===== src/design/first_blocking_disc_on_segment_core_macros.svh =====
// Assertion helpers for the segment scan core.
`ifndef FIRST_BLOCKING_DISC_ON_SEGMENT_CORE_MACROS_SVH
`define FIRST_BLOCKING_DISC_ON_SEGMENT_CORE_MACROS_SVH

// Same-cycle implication, checked out of reset.
`define FBD_ASSERT_NOW(lbl, ante, cons) \
  lbl: assert property (@(posedge clk) disable iff (!rst_n) (ante) |-> (cons)) \
    else $error("fbd check failed");

// Next-cycle implication, checked out of reset.
`define FBD_ASSERT_NEXT(lbl, ante, cons) \
  lbl: assert property (@(posedge clk) disable iff (!rst_n) (ante) |=> (cons)) \
    else $error("fbd check failed");

`endif


===== src/design/fbd_pkg.sv =====
`default_nettype none
package fbd_pkg;

  // hazard request
  typedef struct packed {
    logic signed [15:0] center_x;
    logic signed [15:0] center_y;
    logic signed [15:0] vel_x;
    logic signed [15:0] vel_y;
    logic [14:0]        radius;
    logic               is_static;
    logic               skip;
    logic               last;
  } in_item_t;

  // query result
  typedef struct packed {
    logic        found;
    logic [7:0]  hazard_index;
    logic [16:0] position_along;
    logic        overflow;
  } out_item_t;

  // serial multiplier operand widths
  localparam int unsigned MUL_W  = 31;
  localparam int unsigned PROD_W = 62;
  localparam int unsigned CNT_W  = 5;

  // request to the serial multiplier
  typedef struct packed {
    logic              start;
    logic [MUL_W-1:0]  a;
    logic [MUL_W-1:0]  b;
    logic [CNT_W-1:0]  nbits;
  } mul_req_t;

  // register indexes
  localparam logic [2:0] REG_START_X = 3'd0;
  localparam logic [2:0] REG_START_Y = 3'd1;
  localparam logic [2:0] REG_GOAL_X  = 3'd2;
  localparam logic [2:0] REG_GOAL_Y  = 3'd3;
  localparam logic [2:0] REG_PTIME   = 3'd4;

  // foot position of the goal end
  localparam logic [16:0] T_GOAL = 17'd65536;

endpackage
`default_nettype wire


===== src/design/fbd_mul.sv =====
`default_nettype none
// Shift-add multiplier, one bit of b per cycle, unsigned magnitudes.
module fbd_mul (
  input  wire logic                         clk,
  input  wire logic                         rst_n,
  input  wire fbd_pkg::mul_req_t            req,
  output logic                              done,
  output logic [fbd_pkg::PROD_W-1:0]        prod
);

  logic                        run_r, run_nxt;
  logic [fbd_pkg::CNT_W-1:0]   cnt_r, cnt_nxt;
  logic [fbd_pkg::PROD_W-1:0]  acc_r, acc_nxt;
  logic [fbd_pkg::PROD_W-1:0]  a_r, a_nxt;
  logic [fbd_pkg::MUL_W-1:0]   b_r, b_nxt;

  // one partial product per cycle
  always_comb begin
    run_nxt = run_r;
    cnt_nxt = cnt_r;
    acc_nxt = acc_r;
    a_nxt   = a_r;
    b_nxt   = b_r;
    if (req.start) begin
      run_nxt = 1'b1;
      cnt_nxt = req.nbits;
      acc_nxt = '0;
      a_nxt   = {{(fbd_pkg::PROD_W-fbd_pkg::MUL_W){1'b0}}, req.a};
      b_nxt   = req.b;
    end else if (run_r) begin
      if (cnt_r == '0) begin
        run_nxt = 1'b0;
      end else begin
        if (b_r[0]) acc_nxt = acc_r + a_r;
        a_nxt   = {a_r[fbd_pkg::PROD_W-2:0], 1'b0};
        b_nxt   = {1'b0, b_r[fbd_pkg::MUL_W-1:1]};
        cnt_nxt = cnt_r - 1'b1;
      end
    end
  end

  always_ff @(posedge clk) begin
    if (!rst_n) begin
      run_r <= 1'b0;
      cnt_r <= '0;
    end else begin
      run_r <= run_nxt;
      cnt_r <= cnt_nxt;
    end
    acc_r <= acc_nxt;
    a_r   <= a_nxt;
    b_r   <= b_nxt;
  end

  assign done = run_r && (cnt_r == '0);
  assign prod = acc_r;

endmodule
`default_nettype wire


===== src/design/first_blocking_disc_on_segment_core.sv =====
// Scans a list of disc hazards against the start-goal segment and reports
// the nearest blocking one along the segment.
// Input channel in_valid/in_ready/in_data carries one hazard per request;
// the request flagged last closes the query. The result channel
// out_valid/out_ready/out_data carries one result per query.
// Configuration (segment ends, prediction time) goes through the APB port
// at byte addresses 0,4,8,12,16. The user must write it only while the
// block idles; the block itself does not enforce this. Each hazard runs
// through one shared shift-add multiplier (up to eleven products) and a
// 16-step restoring divider; a skipped or overflowing hazard bypasses
// both. The serial multiplier sets the rate.
// in_ready is high only between hazards. A new hazard is taken while a
// result waits; if the next last hazard finishes while the receiver still
// stalls, the block holds in its final step until out_ready.
// Reset clears the query state, the registers and out_valid.
`default_nettype none
`include "first_blocking_disc_on_segment_core_macros.svh"
module first_blocking_disc_on_segment_core #(
  parameter int unsigned MAX_HAZARDS = 256
) (
  input  wire logic                clk,
  input  wire logic                rst_n,
  input  wire logic                in_valid,
  output logic                     in_ready,
  input  wire fbd_pkg::in_item_t   in_data,
  output logic                     out_valid,
  input  wire logic                out_ready,
  output fbd_pkg::out_item_t       out_data,
  input  wire logic                psel,
  input  wire logic                penable,
  input  wire logic                pwrite,
  input  wire logic [4:0]          paddr,
  input  wire logic [31:0]         pwdata,
  output logic [31:0]              prdata,
  output logic                     pready
);

  localparam int unsigned CW = $clog2(MAX_HAZARDS + 1);
  localparam logic [CW-1:0] MAX_C = CW'(MAX_HAZARDS);

  typedef enum logic [13:0] {
    S_IDLE  = 14'b00000000000001,
    S_PRX   = 14'b00000000000010,
    S_PRY   = 14'b00000000000100,
    S_LENX  = 14'b00000000001000,
    S_LENY  = 14'b00000000010000,
    S_NUMX  = 14'b00000000100000,
    S_NUMY  = 14'b00000001000000,
    S_DIV   = 14'b00000010000000,
    S_ERRX  = 14'b00000100000000,
    S_ERRY  = 14'b00001000000000,
    S_RAD   = 14'b00010000000000,
    S_SQX   = 14'b00100000000000,
    S_SQY   = 14'b01000000000000,
    S_FIN   = 14'b10000000000000
  } state_t;

  // configuration registers
  logic signed [15:0] sx_r, sy_r, gx_r, gy_r;
  logic [11:0]        pt_r;
  logic               cfg_wr;

  assign pready = 1'b1;
  assign cfg_wr = psel && penable && pwrite;

  always_ff @(posedge clk) begin
    if (!rst_n) begin
      sx_r <= '0;
      sy_r <= '0;
      gx_r <= '0;
      gy_r <= '0;
      pt_r <= '0;
    end else if (cfg_wr) begin
      unique case (paddr[4:2])
        fbd_pkg::REG_START_X: sx_r <= pwdata[15:0];
        fbd_pkg::REG_START_Y: sy_r <= pwdata[15:0];
        fbd_pkg::REG_GOAL_X:  gx_r <= pwdata[15:0];
        fbd_pkg::REG_GOAL_Y:  gy_r <= pwdata[15:0];
        fbd_pkg::REG_PTIME:   pt_r <= pwdata[11:0];
        default: ;
      endcase
    end
  end

  // register readback
  always_comb begin
    unique case (paddr[4:2])
      fbd_pkg::REG_START_X: prdata = {{16{sx_r[15]}}, sx_r};
      fbd_pkg::REG_START_Y: prdata = {{16{sy_r[15]}}, sy_r};
      fbd_pkg::REG_GOAL_X:  prdata = {{16{gx_r[15]}}, gx_r};
      fbd_pkg::REG_GOAL_Y:  prdata = {{16{gy_r[15]}}, gy_r};
      fbd_pkg::REG_PTIME:   prdata = {20'd0, pt_r};
      default:              prdata = '0;
    endcase
  end

  // state
  state_t              state_r, state_nxt;
  logic                mwait_r, mwait_nxt;
  logic [CW-1:0]       cnt_r, cnt_nxt;
  logic                bvalid_r, bvalid_nxt;
  logic [16:0]         bpos_r, bpos_nxt;
  logic [7:0]          bidx_r, bidx_nxt;
  logic                ovf_r, ovf_nxt;
  logic                out_valid_r, out_valid_nxt;
  fbd_pkg::out_item_t  out_r, out_nxt;

  // per-hazard datapath
  logic signed [19:0]  cx_r, cx_nxt, cy_r, cy_nxt;
  logic signed [15:0]  vx_r, vy_r;
  logic [14:0]         rad_r;
  logic                stat_r, last_r;
  logic [7:0]          idx_r, idx_nxt;
  logic [33:0]         len2_r, len2_nxt;
  logic signed [36:0]  num_r, num_nxt;
  logic [16:0]         t_r, t_nxt;
  logic                drun_r, drun_nxt;
  logic [3:0]          dcnt_r, dcnt_nxt;
  logic [34:0]         rem_r, rem_nxt;
  logic [15:0]         q_r, q_nxt;
  logic signed [36:0]  ex_r, ex_nxt, ey_r, ey_nxt;
  logic [61:0]         lim2_r, lim2_nxt;
  logic [62:0]         d2_r, d2_nxt;

  // derived values
  logic signed [16:0]  dx, dy;
  logic signed [19:0]  px, py;
  logic [16:0]         adx, ady, avx, avy;
  logic [19:0]         apx, apy;
  logic [36:0]         aex, aey;
  logic [30:0]         lim;
  logic [CW+7:0]       cnt_ext;
  logic [34:0]         rem2;
  logic [62:0]         d2_sum;

  assign dx  = 17'(gx_r) - 17'(sx_r);
  assign dy  = 17'(gy_r) - 17'(sy_r);
  assign px  = cx_r - 20'(sx_r);
  assign py  = cy_r - 20'(sy_r);
  assign adx = dx[16] ? 17'(-dx) : 17'(dx);
  assign ady = dy[16] ? 17'(-dy) : 17'(dy);
  assign avx = vx_r[15] ? -{vx_r[15], vx_r} : {vx_r[15], vx_r};
  assign avy = vy_r[15] ? -{vy_r[15], vy_r} : {vy_r[15], vy_r};
  assign apx = px[19] ? 20'(-px) : 20'(px);
  assign apy = py[19] ? 20'(-py) : 20'(py);
  assign aex = ex_r[36] ? 37'(-ex_r) : 37'(ex_r);
  assign lim = {rad_r, 16'd0};
  assign cnt_ext = {8'd0, cnt_r};
  assign rem2 = {rem_r[33:0], 1'b0};

  // shared multiplier
  fbd_pkg::mul_req_t           mreq;
  logic                        mdone;
  logic [fbd_pkg::PROD_W-1:0]  mprod;
  logic                        neg;
  logic signed [63:0]          sprod;
  logic signed [36:0]          ey_cur;

  fbd_mul u_mul (
    .clk   (clk),
    .rst_n (rst_n),
    .req   (mreq),
    .done  (mdone),
    .prod  (mprod)
  );

  assign sprod  = neg ? -$signed({2'b00, mprod}) : $signed({2'b00, mprod});
  assign d2_sum = d2_r + {1'b0, mprod};

  // y error straight off the multiplier, for the box test
  assign ey_cur = sprod[36:0] - {py[19], py, 16'd0};
  assign aey    = ey_cur[36] ? 37'(-ey_cur) : 37'(ey_cur);

  // operand select for each product
  always_comb begin
    mreq = '0;
    neg  = 1'b0;
    unique case (state_r)
      S_PRX: begin
        mreq.a = 31'(avx); mreq.b = 31'(pt_r); mreq.nbits = 5'd12; neg = vx_r[15];
      end
      S_PRY: begin
        mreq.a = 31'(avy); mreq.b = 31'(pt_r); mreq.nbits = 5'd12; neg = vy_r[15];
      end
      S_LENX: begin
        mreq.a = 31'(adx); mreq.b = 31'(adx); mreq.nbits = 5'd17;
      end
      S_LENY: begin
        mreq.a = 31'(ady); mreq.b = 31'(ady); mreq.nbits = 5'd17;
      end
      S_NUMX: begin
        mreq.a = 31'(apx); mreq.b = 31'(adx); mreq.nbits = 5'd17; neg = px[19] ^ dx[16];
      end
      S_NUMY: begin
        mreq.a = 31'(apy); mreq.b = 31'(ady); mreq.nbits = 5'd17; neg = py[19] ^ dy[16];
      end
      S_ERRX: begin
        mreq.a = 31'(adx); mreq.b = 31'(t_r); mreq.nbits = 5'd17; neg = dx[16];
      end
      S_ERRY: begin
        mreq.a = 31'(ady); mreq.b = 31'(t_r); mreq.nbits = 5'd17; neg = dy[16];
      end
      S_RAD: begin
        mreq.a = 31'(rad_r); mreq.b = 31'(rad_r); mreq.nbits = 5'd15;
      end
      S_SQX: begin
        mreq.a = aex[30:0]; mreq.b = aex[30:0]; mreq.nbits = 5'd31;
      end
      S_SQY: begin
        mreq.a = ey_r[36] ? 31'(-ey_r) : 31'(ey_r);
        mreq.b = mreq.a; mreq.nbits = 5'd31;
      end
      default: ;
    endcase
    mreq.start = !(state_r == S_IDLE || state_r == S_DIV || state_r == S_FIN) && !mwait_r;
  end

  assign in_ready = (state_r == S_IDLE);

  // sequencer
  always_comb begin
    state_nxt     = state_r;
    mwait_nxt     = mwait_r;
    cnt_nxt       = cnt_r;
    bvalid_nxt    = bvalid_r;
    bpos_nxt      = bpos_r;
    bidx_nxt      = bidx_r;
    ovf_nxt       = ovf_r;
    out_valid_nxt = out_valid_r;
    out_nxt       = out_r;
    cx_nxt        = cx_r;
    cy_nxt        = cy_r;
    idx_nxt       = idx_r;
    len2_nxt      = len2_r;
    num_nxt       = num_r;
    t_nxt         = t_r;
    drun_nxt      = drun_r;
    dcnt_nxt      = dcnt_r;
    rem_nxt       = rem_r;
    q_nxt         = q_r;
    ex_nxt        = ex_r;
    ey_nxt        = ey_r;
    lim2_nxt      = lim2_r;
    d2_nxt        = d2_r;

    if (out_valid_r && out_ready) out_valid_nxt = 1'b0;
    if (mreq.start) mwait_nxt = 1'b1;
    if (mdone) mwait_nxt = 1'b0;

    unique case (state_r)
      S_IDLE: begin
        if (in_valid) begin
          cx_nxt  = 20'(in_data.center_x);
          cy_nxt  = 20'(in_data.center_y);
          idx_nxt = cnt_ext[7:0];
          if (cnt_r >= MAX_C) begin
            ovf_nxt   = 1'b1;
            state_nxt = S_FIN;
          end else begin
            cnt_nxt = cnt_r + 1'b1;
            if (in_data.skip)           state_nxt = S_FIN;
            else if (in_data.is_static) state_nxt = S_LENX;
            else                        state_nxt = S_PRX;
          end
        end
      end
      S_PRX: if (mdone) begin
        cx_nxt = cx_r + 20'(sprod >>> 10);
        state_nxt = S_PRY;
      end
      S_PRY: if (mdone) begin
        cy_nxt = cy_r + 20'(sprod >>> 10);
        state_nxt = S_LENX;
      end
      S_LENX: if (mdone) begin
        len2_nxt = mprod[33:0];
        state_nxt = S_LENY;
      end
      S_LENY: if (mdone) begin
        len2_nxt = len2_r + mprod[33:0];
        state_nxt = S_NUMX;
      end
      S_NUMX: if (mdone) begin
        num_nxt = sprod[36:0];
        state_nxt = S_NUMY;
      end
      S_NUMY: if (mdone) begin
        num_nxt = num_r + sprod[36:0];
        state_nxt = S_DIV;
      end
      S_DIV: begin
        if (!drun_r) begin
          priority if (len2_r == '0 || num_r[36] || num_r == '0) begin
            t_nxt = '0;
            state_nxt = S_ERRX;
          end else if (num_r[35:0] >= {2'b00, len2_r}) begin
            t_nxt = fbd_pkg::T_GOAL;
            state_nxt = S_ERRX;
          end else begin
            rem_nxt  = {1'b0, num_r[33:0]};
            q_nxt    = '0;
            dcnt_nxt = 4'd15;
            drun_nxt = 1'b1;
          end
        end else begin
          // one quotient bit per cycle
          if (rem2 >= {1'b0, len2_r}) begin
            rem_nxt = rem2 - {1'b0, len2_r};
            q_nxt   = {q_r[14:0], 1'b1};
          end else begin
            rem_nxt = rem2;
            q_nxt   = {q_r[14:0], 1'b0};
          end
          dcnt_nxt = dcnt_r - 1'b1;
          if (dcnt_r == '0) begin
            drun_nxt  = 1'b0;
            t_nxt     = {1'b0, q_nxt};
            state_nxt = S_ERRX;
          end
        end
      end
      S_ERRX: if (mdone) begin
        ex_nxt = sprod[36:0] - {px[19], px, 16'd0};
        state_nxt = S_ERRY;
      end
      S_ERRY: if (mdone) begin
        ey_nxt = ey_cur;
        if (aex < {6'd0, lim} && aey < {6'd0, lim}) state_nxt = S_RAD;
        else                                          state_nxt = S_FIN;
      end
      S_RAD: if (mdone) begin
        lim2_nxt = {mprod[29:0], 32'd0};
        state_nxt = S_SQX;
      end
      S_SQX: if (mdone) begin
        d2_nxt = {1'b0, mprod};
        state_nxt = S_SQY;
      end
      S_SQY: if (mdone) begin
        if (d2_sum < {1'b0, lim2_r} && (!bvalid_r || t_r < bpos_r)) begin
          bvalid_nxt = 1'b1;
          bpos_nxt   = t_r;
          bidx_nxt   = idx_r;
        end
        state_nxt = S_FIN;
      end
      S_FIN: begin
        if (!last_r) begin
          state_nxt = S_IDLE;
        end else if (!out_valid_r || out_ready) begin
          out_nxt.found          = bvalid_r;
          out_nxt.hazard_index   = bidx_r;
          out_nxt.position_along = bpos_r;
          out_nxt.overflow       = ovf_r;
          out_valid_nxt = 1'b1;
          cnt_nxt    = '0;
          bvalid_nxt = 1'b0;
          bpos_nxt   = '0;
          bidx_nxt   = '0;
          ovf_nxt    = 1'b0;
          state_nxt  = S_IDLE;
        end
      end
      default: state_nxt = S_IDLE;
    endcase
  end

  always_ff @(posedge clk) begin
    if (!rst_n) begin
      state_r     <= S_IDLE;
      mwait_r     <= 1'b0;
      cnt_r       <= '0;
      bvalid_r    <= 1'b0;
      bpos_r      <= '0;
      bidx_r      <= '0;
      ovf_r       <= 1'b0;
      out_valid_r <= 1'b0;
      drun_r      <= 1'b0;
    end else begin
      state_r     <= state_nxt;
      mwait_r     <= mwait_nxt;
      cnt_r       <= cnt_nxt;
      bvalid_r    <= bvalid_nxt;
      bpos_r      <= bpos_nxt;
      bidx_r      <= bidx_nxt;
      ovf_r       <= ovf_nxt;
      out_valid_r <= out_valid_nxt;
      drun_r      <= drun_nxt;
    end
    out_r  <= out_nxt;
    cx_r   <= cx_nxt;
    cy_r   <= cy_nxt;
    idx_r  <= idx_nxt;
    len2_r <= len2_nxt;
    num_r  <= num_nxt;
    t_r    <= t_nxt;
    dcnt_r <= dcnt_nxt;
    rem_r  <= rem_nxt;
    q_r    <= q_nxt;
    ex_r   <= ex_nxt;
    ey_r   <= ey_nxt;
    lim2_r <= lim2_nxt;
    d2_r   <= d2_nxt;
    if (in_valid && in_ready) begin
      vx_r   <= in_data.vel_x;
      vy_r   <= in_data.vel_y;
      rad_r  <= in_data.radius;
      stat_r <= in_data.is_static;
      last_r <= in_data.last;
    end
  end

  assign out_valid = out_valid_r;
  assign out_data  = out_r;

  // checks
  `FBD_ASSERT_NOW(a_ready_no_mul, in_ready, !mwait_r && !drun_r)
  `FBD_ASSERT_NOW(a_cnt_bound, 1'b1, cnt_r <= MAX_C)
  `FBD_ASSERT_NEXT(a_ovf_to_fin, in_valid && in_ready && cnt_r >= MAX_C, state_r == S_FIN && ovf_r)
  `FBD_ASSERT_NEXT(a_hold_result, state_r == S_FIN && last_r && out_valid && !out_ready, state_r == S_FIN)
  `FBD_ASSERT_NEXT(a_static_no_pred, in_valid && in_ready && in_data.is_static && !in_data.skip && cnt_r < MAX_C, state_r == S_LENX && stat_r)

endmodule
`default_nettype wire

===== config.mk =====
export PLATFORM = sky130hd
export DESIGN_NAME = first_blocking_disc_on_segment_core
export DESIGN_NICKNAME = d
export VERILOG_FILES = /design/src/design/fbd_pkg.sv /design/src/design/fbd_mul.sv /design/src/design/first_blocking_disc_on_segment_core.sv
export VERILOG_INCLUDE_DIRS = /design/src /design/src/design
export SDC_FILE = /design/constraint.sdc
export NUM_CORES = 2
export LEC_CHECK = 0
export ABC_AREA = 0
export BUFFER_PORTS_ARGS = -buffer_cell sky130_fd_sc_hd__buf_2
export CAP_MARGIN = 20
export CORE_MARGIN = 2
export CORE_UTILIZATION = 53
export CTS_CLUSTER_SIZE = 10
export DETAILED_ROUTE_END_ITERATION = 10
export PLACE_DENSITY = 0.73
export SKIP_CTS_REPAIR_TIMING = 1
export SYNTH_ARGS = -nofsm -noshare
export SYNTH_HDL_FRONTEND = slang
export SYNTH_SLANG_ARGS = --single-unit

===== constraint.sdc =====
create_clock -name clk -period 8.41 [get_ports clk]
set_input_delay 1.2615 -clock clk [delete_from_list [all_inputs] [get_ports clk]]
set_output_delay 1.2615 -clock clk [all_outputs]
set_load 0.02 [all_outputs]

**After elaboration in Yosys (flattened, before gate mapping)**

Cells that the tools add are included.

- Bitwise logic cells: 4
- Reductions and logical operators: 56
- Order comparisons: 7
- Multiplexer cells: 106
- Add/sub/neg operators: 26
- Equality and inequality tests: 42

Operators by type and width:

| kind | number |
|---|---|
| $pmux 67 s11 | 1 |
| $mux 14 | 21 |
| $mux 31 | 7 |
| $mux 17 | 12 |
| $mux 34 | 6 |
| $pmux 14 s14 | 1 |
| $mux 37 | 5 |
| $pmux 32 s5 | 1 |
| $mux 20 | 6 |
| $neg 37->37 | 3 |
| $pmux 20 s2 | 2 |
| $lt 37x31->1 | 2 |
| $pmux 37 s2 | 1 |
| $sub 37x37->37 | 2 |
| $neg 17->17 | 4 |
| $pmux 34 s2 | 1 |
| $add 62x62->63 | 1 |
| $lt 63x62->1 | 1 |
| $add 62x62->62 | 1 |
| $mux 15 | 3 |
| $add 20x20->20 | 2 |
| $neg 20->20 | 2 |
| $sub 20x16->20 | 2 |
| $add 37x37->37 | 1 |
| other kinds (59) | 153 |

- Word-level logic and storage cells: 282
- Register bits: 720
- Output and inout port bits: 62
- Input bits: 126

**Depth between registers and ports, before layout**

- Word-level depth: 12
- Mapped depth: 47
- Mapped depth without buffers: 46

**Modules after synthesis**

From an unflattened synthesis, not the netlist that was laid out.

- Cell total of the unflattened synthesis: 5863
- Area, all modules: 52720.6 µm²

Modules (own cells, without submodules):

| module | seq. area each (µm²) | instances | cells each | area an instance (µm²) |
|---|---|---|---|---|
| first_blocking_disc_on_segment_core | 15344.7 | 1 | 4732 | 42901.1 |
| fbd_mul | 3843.7 | 1 | 1131 | 9819.4 |

**Worst setup path before layout**

No wires, ideal clock.

- Kind: register -> register
- Start point: register sy_r[0]
- End point: register state_r[13]
- Path buffers: 5
- Cell stages (with the launch flop): 43
- Library setup time: 118 ps
- Path slack: 75 ps
- Required time: 8292 ps
- Period minus slack after synthesis: 8335 ps
- Arrival time: 8217 ps
- Cell sequence: dfxtp_1 > ha_1 > inv_1 > fa_1 > a211oi_1 > o211ai_1 > nand4_1 > and3_1 > clkbuf_1 > or4_1 > o211ai_2 > nor4_2 > buf_2 > clkbuf_1 > buf_1 > a21oi_1 > xor2_1 > ha_1 > (+7 left out) > clkbuf_1 > nand2_1 > xnor2_1 > ha_1 > a21oi_1 > nor2b_1 > o21ai_0 > nand2b_1 > a21oi_1 > nor2b_1 > o21ai_0 > nand2b_1 > a21oi_1 > o2111ai_1 > a211oi_1 > a31oi_1 > o21ai_1 > a21boi_1

- Cells in the longest elaborated chain, start to end: 12
- Elaborated cells between the ends (all ways): 13

RTL lines:

| element | RTL line | source |
|---|---|---|
| start, declared | first_blocking_disc_on_segment_core.sv:59 | `logic signed [15:0] sx_r, sy_r, gx_r, gy_r;` |
| start signal, assigned | first_blocking_disc_on_segment_core.sv:76 | `fbd_pkg::REG_START_Y: sy_r <= pwdata[15:0];` |
| $sub 20x16->20 or $sub 16x16->17 (tied branches) | first_blocking_disc_on_segment_core.sv:139, first_blocking_disc_on_segment_core.sv:137 |  |
| $xor 1x1->1 | first_blocking_disc_on_segment_core.sv:195 | `mreq.a = 31'(apy); mreq.b = 31'(ady); mreq.nbits = 5'd17; neg = py[19] ^ dy[16];` |
| $pmux 1 s6 | first_blocking_disc_on_segment_core.sv:178 | `unique case (state_r)` |
| $mux 37 | first_blocking_disc_on_segment_core.sv:167 | `assign sprod = neg ? -$signed({2'b00, mprod}) : $signed({2'b00, mprod});` |
| $sub 37x37->37 * | first_blocking_disc_on_segment_core.sv:171 | `assign ey_cur = sprod[36:0] - {py[19], py, 16'd0};` |
| named net ey_cur[36] | first_blocking_disc_on_segment_core.sv:157 | `logic signed [36:0] ey_cur;` |
| $neg 37->37 | first_blocking_disc_on_segment_core.sv:172 | `assign aey = ey_cur[36] ? 37'(-ey_cur) : 37'(ey_cur);` |
| $mux 37 * | first_blocking_disc_on_segment_core.sv:172 |  |
| $lt 37x31->1 * | first_blocking_disc_on_segment_core.sv:328 | `if (aex < {6'd0, lim} && aey < {6'd0, lim}) state_nxt = S_RAD;` |
| $logic_and 1x1->1 * | first_blocking_disc_on_segment_core.sv:328 |  |
| $mux 14 * | first_blocking_disc_on_segment_core.sv:328 |  |
| $mux 14 * | first_blocking_disc_on_segment_core.sv:326 | `S_ERRY: if (mdone) begin` |
| $pmux 14 s14 * | first_blocking_disc_on_segment_core.sv:250 | `unique case (state_r)` |
| end signal, assigned | first_blocking_disc_on_segment_core.sv:380 | `state_r <= state_nxt;` |
| end, declared | first_blocking_disc_on_segment_core.sv:98 | `state_t state_r, state_nxt;` |

The timed path passes the listed nets; every way through them passes the cells marked *. The select of a mux whose other input is x is not followed.
A chain may end at the register's enable or synchronous reset.

**Worst setup path in the final report**

- Start point: register sy_r[2]
- End point: register state_r[10]

- Cells in the longest elaborated chain, start to end: 12
- Elaborated cells between the ends (all ways): 13

RTL lines:

| element | RTL line |
|---|---|
| $sub 20x16->20 or $sub 16x16->17 (tied branches) | first_blocking_disc_on_segment_core.sv:139, first_blocking_disc_on_segment_core.sv:137 |
| $xor 1x1->1 | first_blocking_disc_on_segment_core.sv:195 |
| $pmux 1 s6 | first_blocking_disc_on_segment_core.sv:178 |
| $mux 37 | first_blocking_disc_on_segment_core.sv:167 |
| $sub 37x37->37 * | first_blocking_disc_on_segment_core.sv:171 |
| $neg 37->37 | first_blocking_disc_on_segment_core.sv:172 |
| $mux 37 * | first_blocking_disc_on_segment_core.sv:172 |
| $lt 37x31->1 * | first_blocking_disc_on_segment_core.sv:328 |
| $logic_and 1x1->1 * | first_blocking_disc_on_segment_core.sv:328 |
| $mux 14 * | first_blocking_disc_on_segment_core.sv:328 |
| $mux 14 * | first_blocking_disc_on_segment_core.sv:326 |
| $pmux 14 s14 * | first_blocking_disc_on_segment_core.sv:250 |

Every way passes the cells marked *; elsewhere a longest branch is shown, timed or not. The select of a mux whose other input is x is not followed.

==> parameters.txt <==
Parameter                              Value

Outcome
  Status    finished, final reports clean

STA
  Number of pins with negative max-slew slack in the final report    0
  Maximum clock frequency    120 MHz
  Setup slack of the critical path after layout    0.0704 ns
  Final setup violation count    0
  Worst-margin pin slew    1.16 ns
  Headroom to the max-slew limit    22.3%
  Final period utilization    99.2%
  Hold Fails Final Rpt    0
  Hold WS    0.423 ns
  Final min period    8.34 ns
  Unrepaired setup endpoints after global routing    true
  Worst clock skew on the final layout    0.0370 ns

Place
  Input/output buffers    168
  Worst setup slack before clock tree synthesis    -0.454 ns
  Cell area reported after detailed placement    56500 sq um
  Final RePlAce weighted congestion    1.04
  Half-perimeter wire length of the detailed placement result    137000 um

GRT
  Residual overflow from global routing    0
  Maximum number of pins on one net before global-route repair    105
  Global-route wire length before repair    265000 um
  Via count of the first global-routing pass    44700
  Antenna violations before repair    4
  GRT Resource Usage Total    34.1%

Logic synthesis
  Share of async-settable or async-resettable flops after synthesis    0%
  Area fraction of the dominant cell type after synthesis    27.7%
  Prevailing post-synth register cell    sky130_fd_sc_hd__edfxtp_1
  Summed instance area of the synthesized netlist    52700 sq um
  Share of the yosys chip area belonging to registers    36.4%
  Warnings, synthesis    0
  Cell types occupying the most area after synthesis    sky130_fd_sc_hd__edfxtp_1, sky130_fd_sc_hd__ha_1, sky130_fd_sc_hd__dfxtp_1
  Synth Net Count    6535
  FF+latch count, synth    715
  Number of enable flip-flop cells after synthesis    487
  Number of distinct library cell variants in the gate-level netlist after synthesis    111
  Post-synthesis area per instance    8.87 sq um
  Number of instances in the synthesized netlist    5939
  Leading area contributor after synthesis    sky130_fd_sc_hd__edfxtp_1

Detailed routing
  WL/cell    23.5 um
  Remaining routing DRC violations    0
  Number of search-and-repair iterations in the first detailed-routing pass    8
  Via count    47400
  Average vias per placed instance    6.21
  Post-DRT Antenna Nets    0
  Wire length reported by the detailed router    179000 um
  Detailed router's first-iteration violation count    4562

Critical path
  Worst r2r src    sy_r[2]
  Most used cell along the critical path    sky130_fd_sc_hd__buf_4
  Kind of capture point of the worst setup path    flip-flop
  Highest-delay cell along the critical path    sky130_fd_sc_hd__or4b_4
  Worst setup path class    reg -> reg
  Crit path launch type    flip-flop
  Maximum single-stage delay on the critical path    0.55 ns
  Worst r2r dst    state_r[10]
  Worst endpoint required time    9.05 ns
  Highest fanout seen on the critical path    5
  Worst R2R Setup Slack    0.07 ns
  Worst setup path start    sy_r[2]
  R2r worst-path depth    37
  Arrival time of the worst setup path    8.98 ns

CTS
  Clock tree from TritonCTS    yes
  Clock transition at the register clock pins on the worst setup and hold paths after CTS    0.06 ns
  Clk root buf    sky130_fd_sc_hd__clkbuf_16
  Clk sink count    715
  Maximum buffer depth of the clock tree    3
  Latest clock arrival within the worst-skew pair    0.71 ns
  Number of H-tree levels    3
  Total CTS buffers    87

Floorplanning
  IO Count    188
  Core area    98400 sq um
  Placement Rows    115
  Overall die width    319 um
  Height of the die    319 um
  Initial cell density of the core    53.6%
  Die footprint    102000 sq um

Worst hold path
  Min-Delay Startpoint    bidx_r[6]
  WHS Path Cells    0
  Path category of the worst min-delay check    reg -> reg
  Endpoint of the worst hold-timing path    out_data[24]

Pwr
  Pwr/cell area    339 nW/um^2
  IR drop worst, VDD    0.297 mV
  P_leak    24.9 nW

Job
  Max_cap viols    0

Final layout
  Final nets    6869
  Layout cells sized above 1    11.9%
  Growth of design area from synthesis to finish    13.3%
  Post-layout instance area    59700 sq um
-- power breakdown --
group          switching, mW  internal, mW
logic                   7.33          4.42
registers              0.340          4.53
clock network           1.58          2.04
-- worst max path at each step --
stage                  end  cells past startpoint  slack [ns]
2_1_floorplan  state_r[13]                     42        0.07
3_3_place_gp   state_r[13]                     37       -0.41
3_5_place_dp   state_r[13]                     37       -0.45
4_1_cts        state_r[13]                     37       -0.52
5_1_grt        state_r[10]                     37        -0.1
6_report       state_r[10]                     37        0.07
-- worst max-delay path, delay by kind of cell (launching register included) --
kind | cells | cell delay (ns)
simple gates | 11 | 3.01
compound gates | 13 | 2.52
fa+ha+maj | 4 | 1.14
buf+inv | 7 | 0.97
flops | 1 | 0.36
xor+xnor | 2 | 0.27
-- through the flow --
stage,util (%),std cells,TNS [ns],total power [mW]
final,60.7,7629,0,20.2
after detailed placement,57.5,7452,-0.881,16.1
after global placement,57.5,7452,-0.769,15.9
after floorplan,-,5939,0,11.9
after CTS,60.2,7608,-1.10,19.8
after global routing,60.7,7627,-0.318,21.3
-- Yosys cell counts, drive strengths merged, types with 12 or more instances --
| cell type | number |
|---|---|
| a211o | 12 |
| a211oi | 40 |
| a21boi | 98 |
| a21o | 156 |
| a21oi | 471 |
| a221oi | 37 |
| a22oi | 36 |
| a31oi | 48 |
| and2 | 56 |
| and3 | 57 |
| buf | 53 |
| clkbuf | 182 |
| dfxtp | 228 |
| edfxtp | 487 |
| ha | 459 |
| inv | 321 |
| maj3 | 13 |
| mux2i | 78 |
| nand2 | 698 |
| nand2b | 77 |
| nand3 | 108 |
| nand3b | 19 |
| nand4 | 58 |
| nor2 | 474 |
| nor2b | 99 |
| nor3 | 104 |
| nor4 | 57 |
| nor4b | 15 |
| o2111ai | 16 |
| o211ai | 30 |
| o21a | 62 |
| o21ai | 345 |
| o21bai | 35 |
| o221ai | 24 |
| o22ai | 31 |
| o31ai | 49 |
| o41ai | 23 |
| or2 | 28 |
| or3 | 58 |
| or4 | 35 |
| xnor2 | 314 |
| xor2 | 174 |
-- area by class of cell --
class                      instances  area [sq um]
multi-input combinational       4667         31800
clock buffer                     138          2450
clock inverter                    18           255
sequential                       715         19200
antenna                            2          5.00
timing repair buffer             480          3230
tap                             1287          1610
inverter                         322          1210
fill                            8565         38700
-- placed cells by master (no fill, tap or decap), types with 23 or more instances in the layout --
cell / netlist / layout
sky130_fd_sc_hd__nand2b_1: 77 / 76
sky130_fd_sc_hd__o21bai_1: 35 / 35
sky130_fd_sc_hd__a211oi_1: 38 / 33
sky130_fd_sc_hd__a22oi_1: 35 / 35
sky130_fd_sc_hd__o22ai_1: 31 / 31
sky130_fd_sc_hd__nor2_1: 471 / 465
sky130_fd_sc_hd__a21oi_1: 470 / 460
sky130_fd_sc_hd__nor4_1: 53 / 50
sky130_fd_sc_hd__nand3_1: 108 / 106
sky130_fd_sc_hd__a21o_1: 156 / 156
sky130_fd_sc_hd__nor2b_1: 99 / 98
sky130_fd_sc_hd__xor2_1: 174 / 174
sky130_fd_sc_hd__buf_4: 18 / 306
sky130_fd_sc_hd__buf_2: 9 / 168
sky130_fd_sc_hd__inv_1: 321 / 317
sky130_fd_sc_hd__nor3_1: 104 / 99
sky130_fd_sc_hd__edfxtp_1: 487 / 487
sky130_fd_sc_hd__clkbuf_1: 181 / 44
sky130_fd_sc_hd__ha_1: 459 / 456
sky130_fd_sc_hd__and2_1: 56 / 55
sky130_fd_sc_hd__o41ai_1: 23 / 23
sky130_fd_sc_hd__o31ai_1: 48 / 46
sky130_fd_sc_hd__o21a_1: 62 / 62
sky130_fd_sc_hd__or4_1: 33 / 32
sky130_fd_sc_hd__o211ai_1: 27 / 27
sky130_fd_sc_hd__nand4_1: 57 / 57
sky130_fd_sc_hd__or2_2: 25 / 25
sky130_fd_sc_hd__a21boi_0: 95 / 94
sky130_fd_sc_hd__or3_1: 58 / 58
sky130_fd_sc_hd__a221oi_1: 36 / 35
sky130_fd_sc_hd__nand2_1: 697 / 695
sky130_fd_sc_hd__clkbuf_16: 0 / 88
sky130_fd_sc_hd__and3_1: 57 / 57
sky130_fd_sc_hd__dfxtp_1: 228 / 226
sky130_fd_sc_hd__mux2i_1: 78 / 78
sky130_fd_sc_hd__o21ai_0: 342 / 330
sky130_fd_sc_hd__xnor2_1: 313 / 307
sky130_fd_sc_hd__a31oi_1: 48 / 46
-- layer usage --
metal / track usage [%] / vias up / wire [um]
li1: - / 22300 / -
met1: 41.1 / 22400 / 68700
met2: 54.9 / 2133 / 80500
met3: 6.39 / 562 / 15000
met4: 23.9 / 2 / 15000
met5: 0 / - / 13
-- cell families after synthesis --
kind of cell / Yosys count / share of synthesized area [%]
fa+ha+maj: 483 / 11.6
buf+inv: 557 / 4.13
flops: 715 / 36.4
xor+xnor: 489 / 8.17
mux: 91 / 1.85
simple gates: 1978 / 17.9
compound gates: 1625 / 20.0
other cells: 1 / 0.00712
-- sequential cells by signal (all words and copies together), names as in the netlist, 27 cells and up --
name,flops
rem_r,34
lim2_r,30
d2_r,62
num_r,37
out_data,27
u_mul.prod,62
u_mul.a_r,62
u_mul.b_r,31
ex_r,37
ey_r,32
len2_r,34
Power figures use the tool's default switching activity.
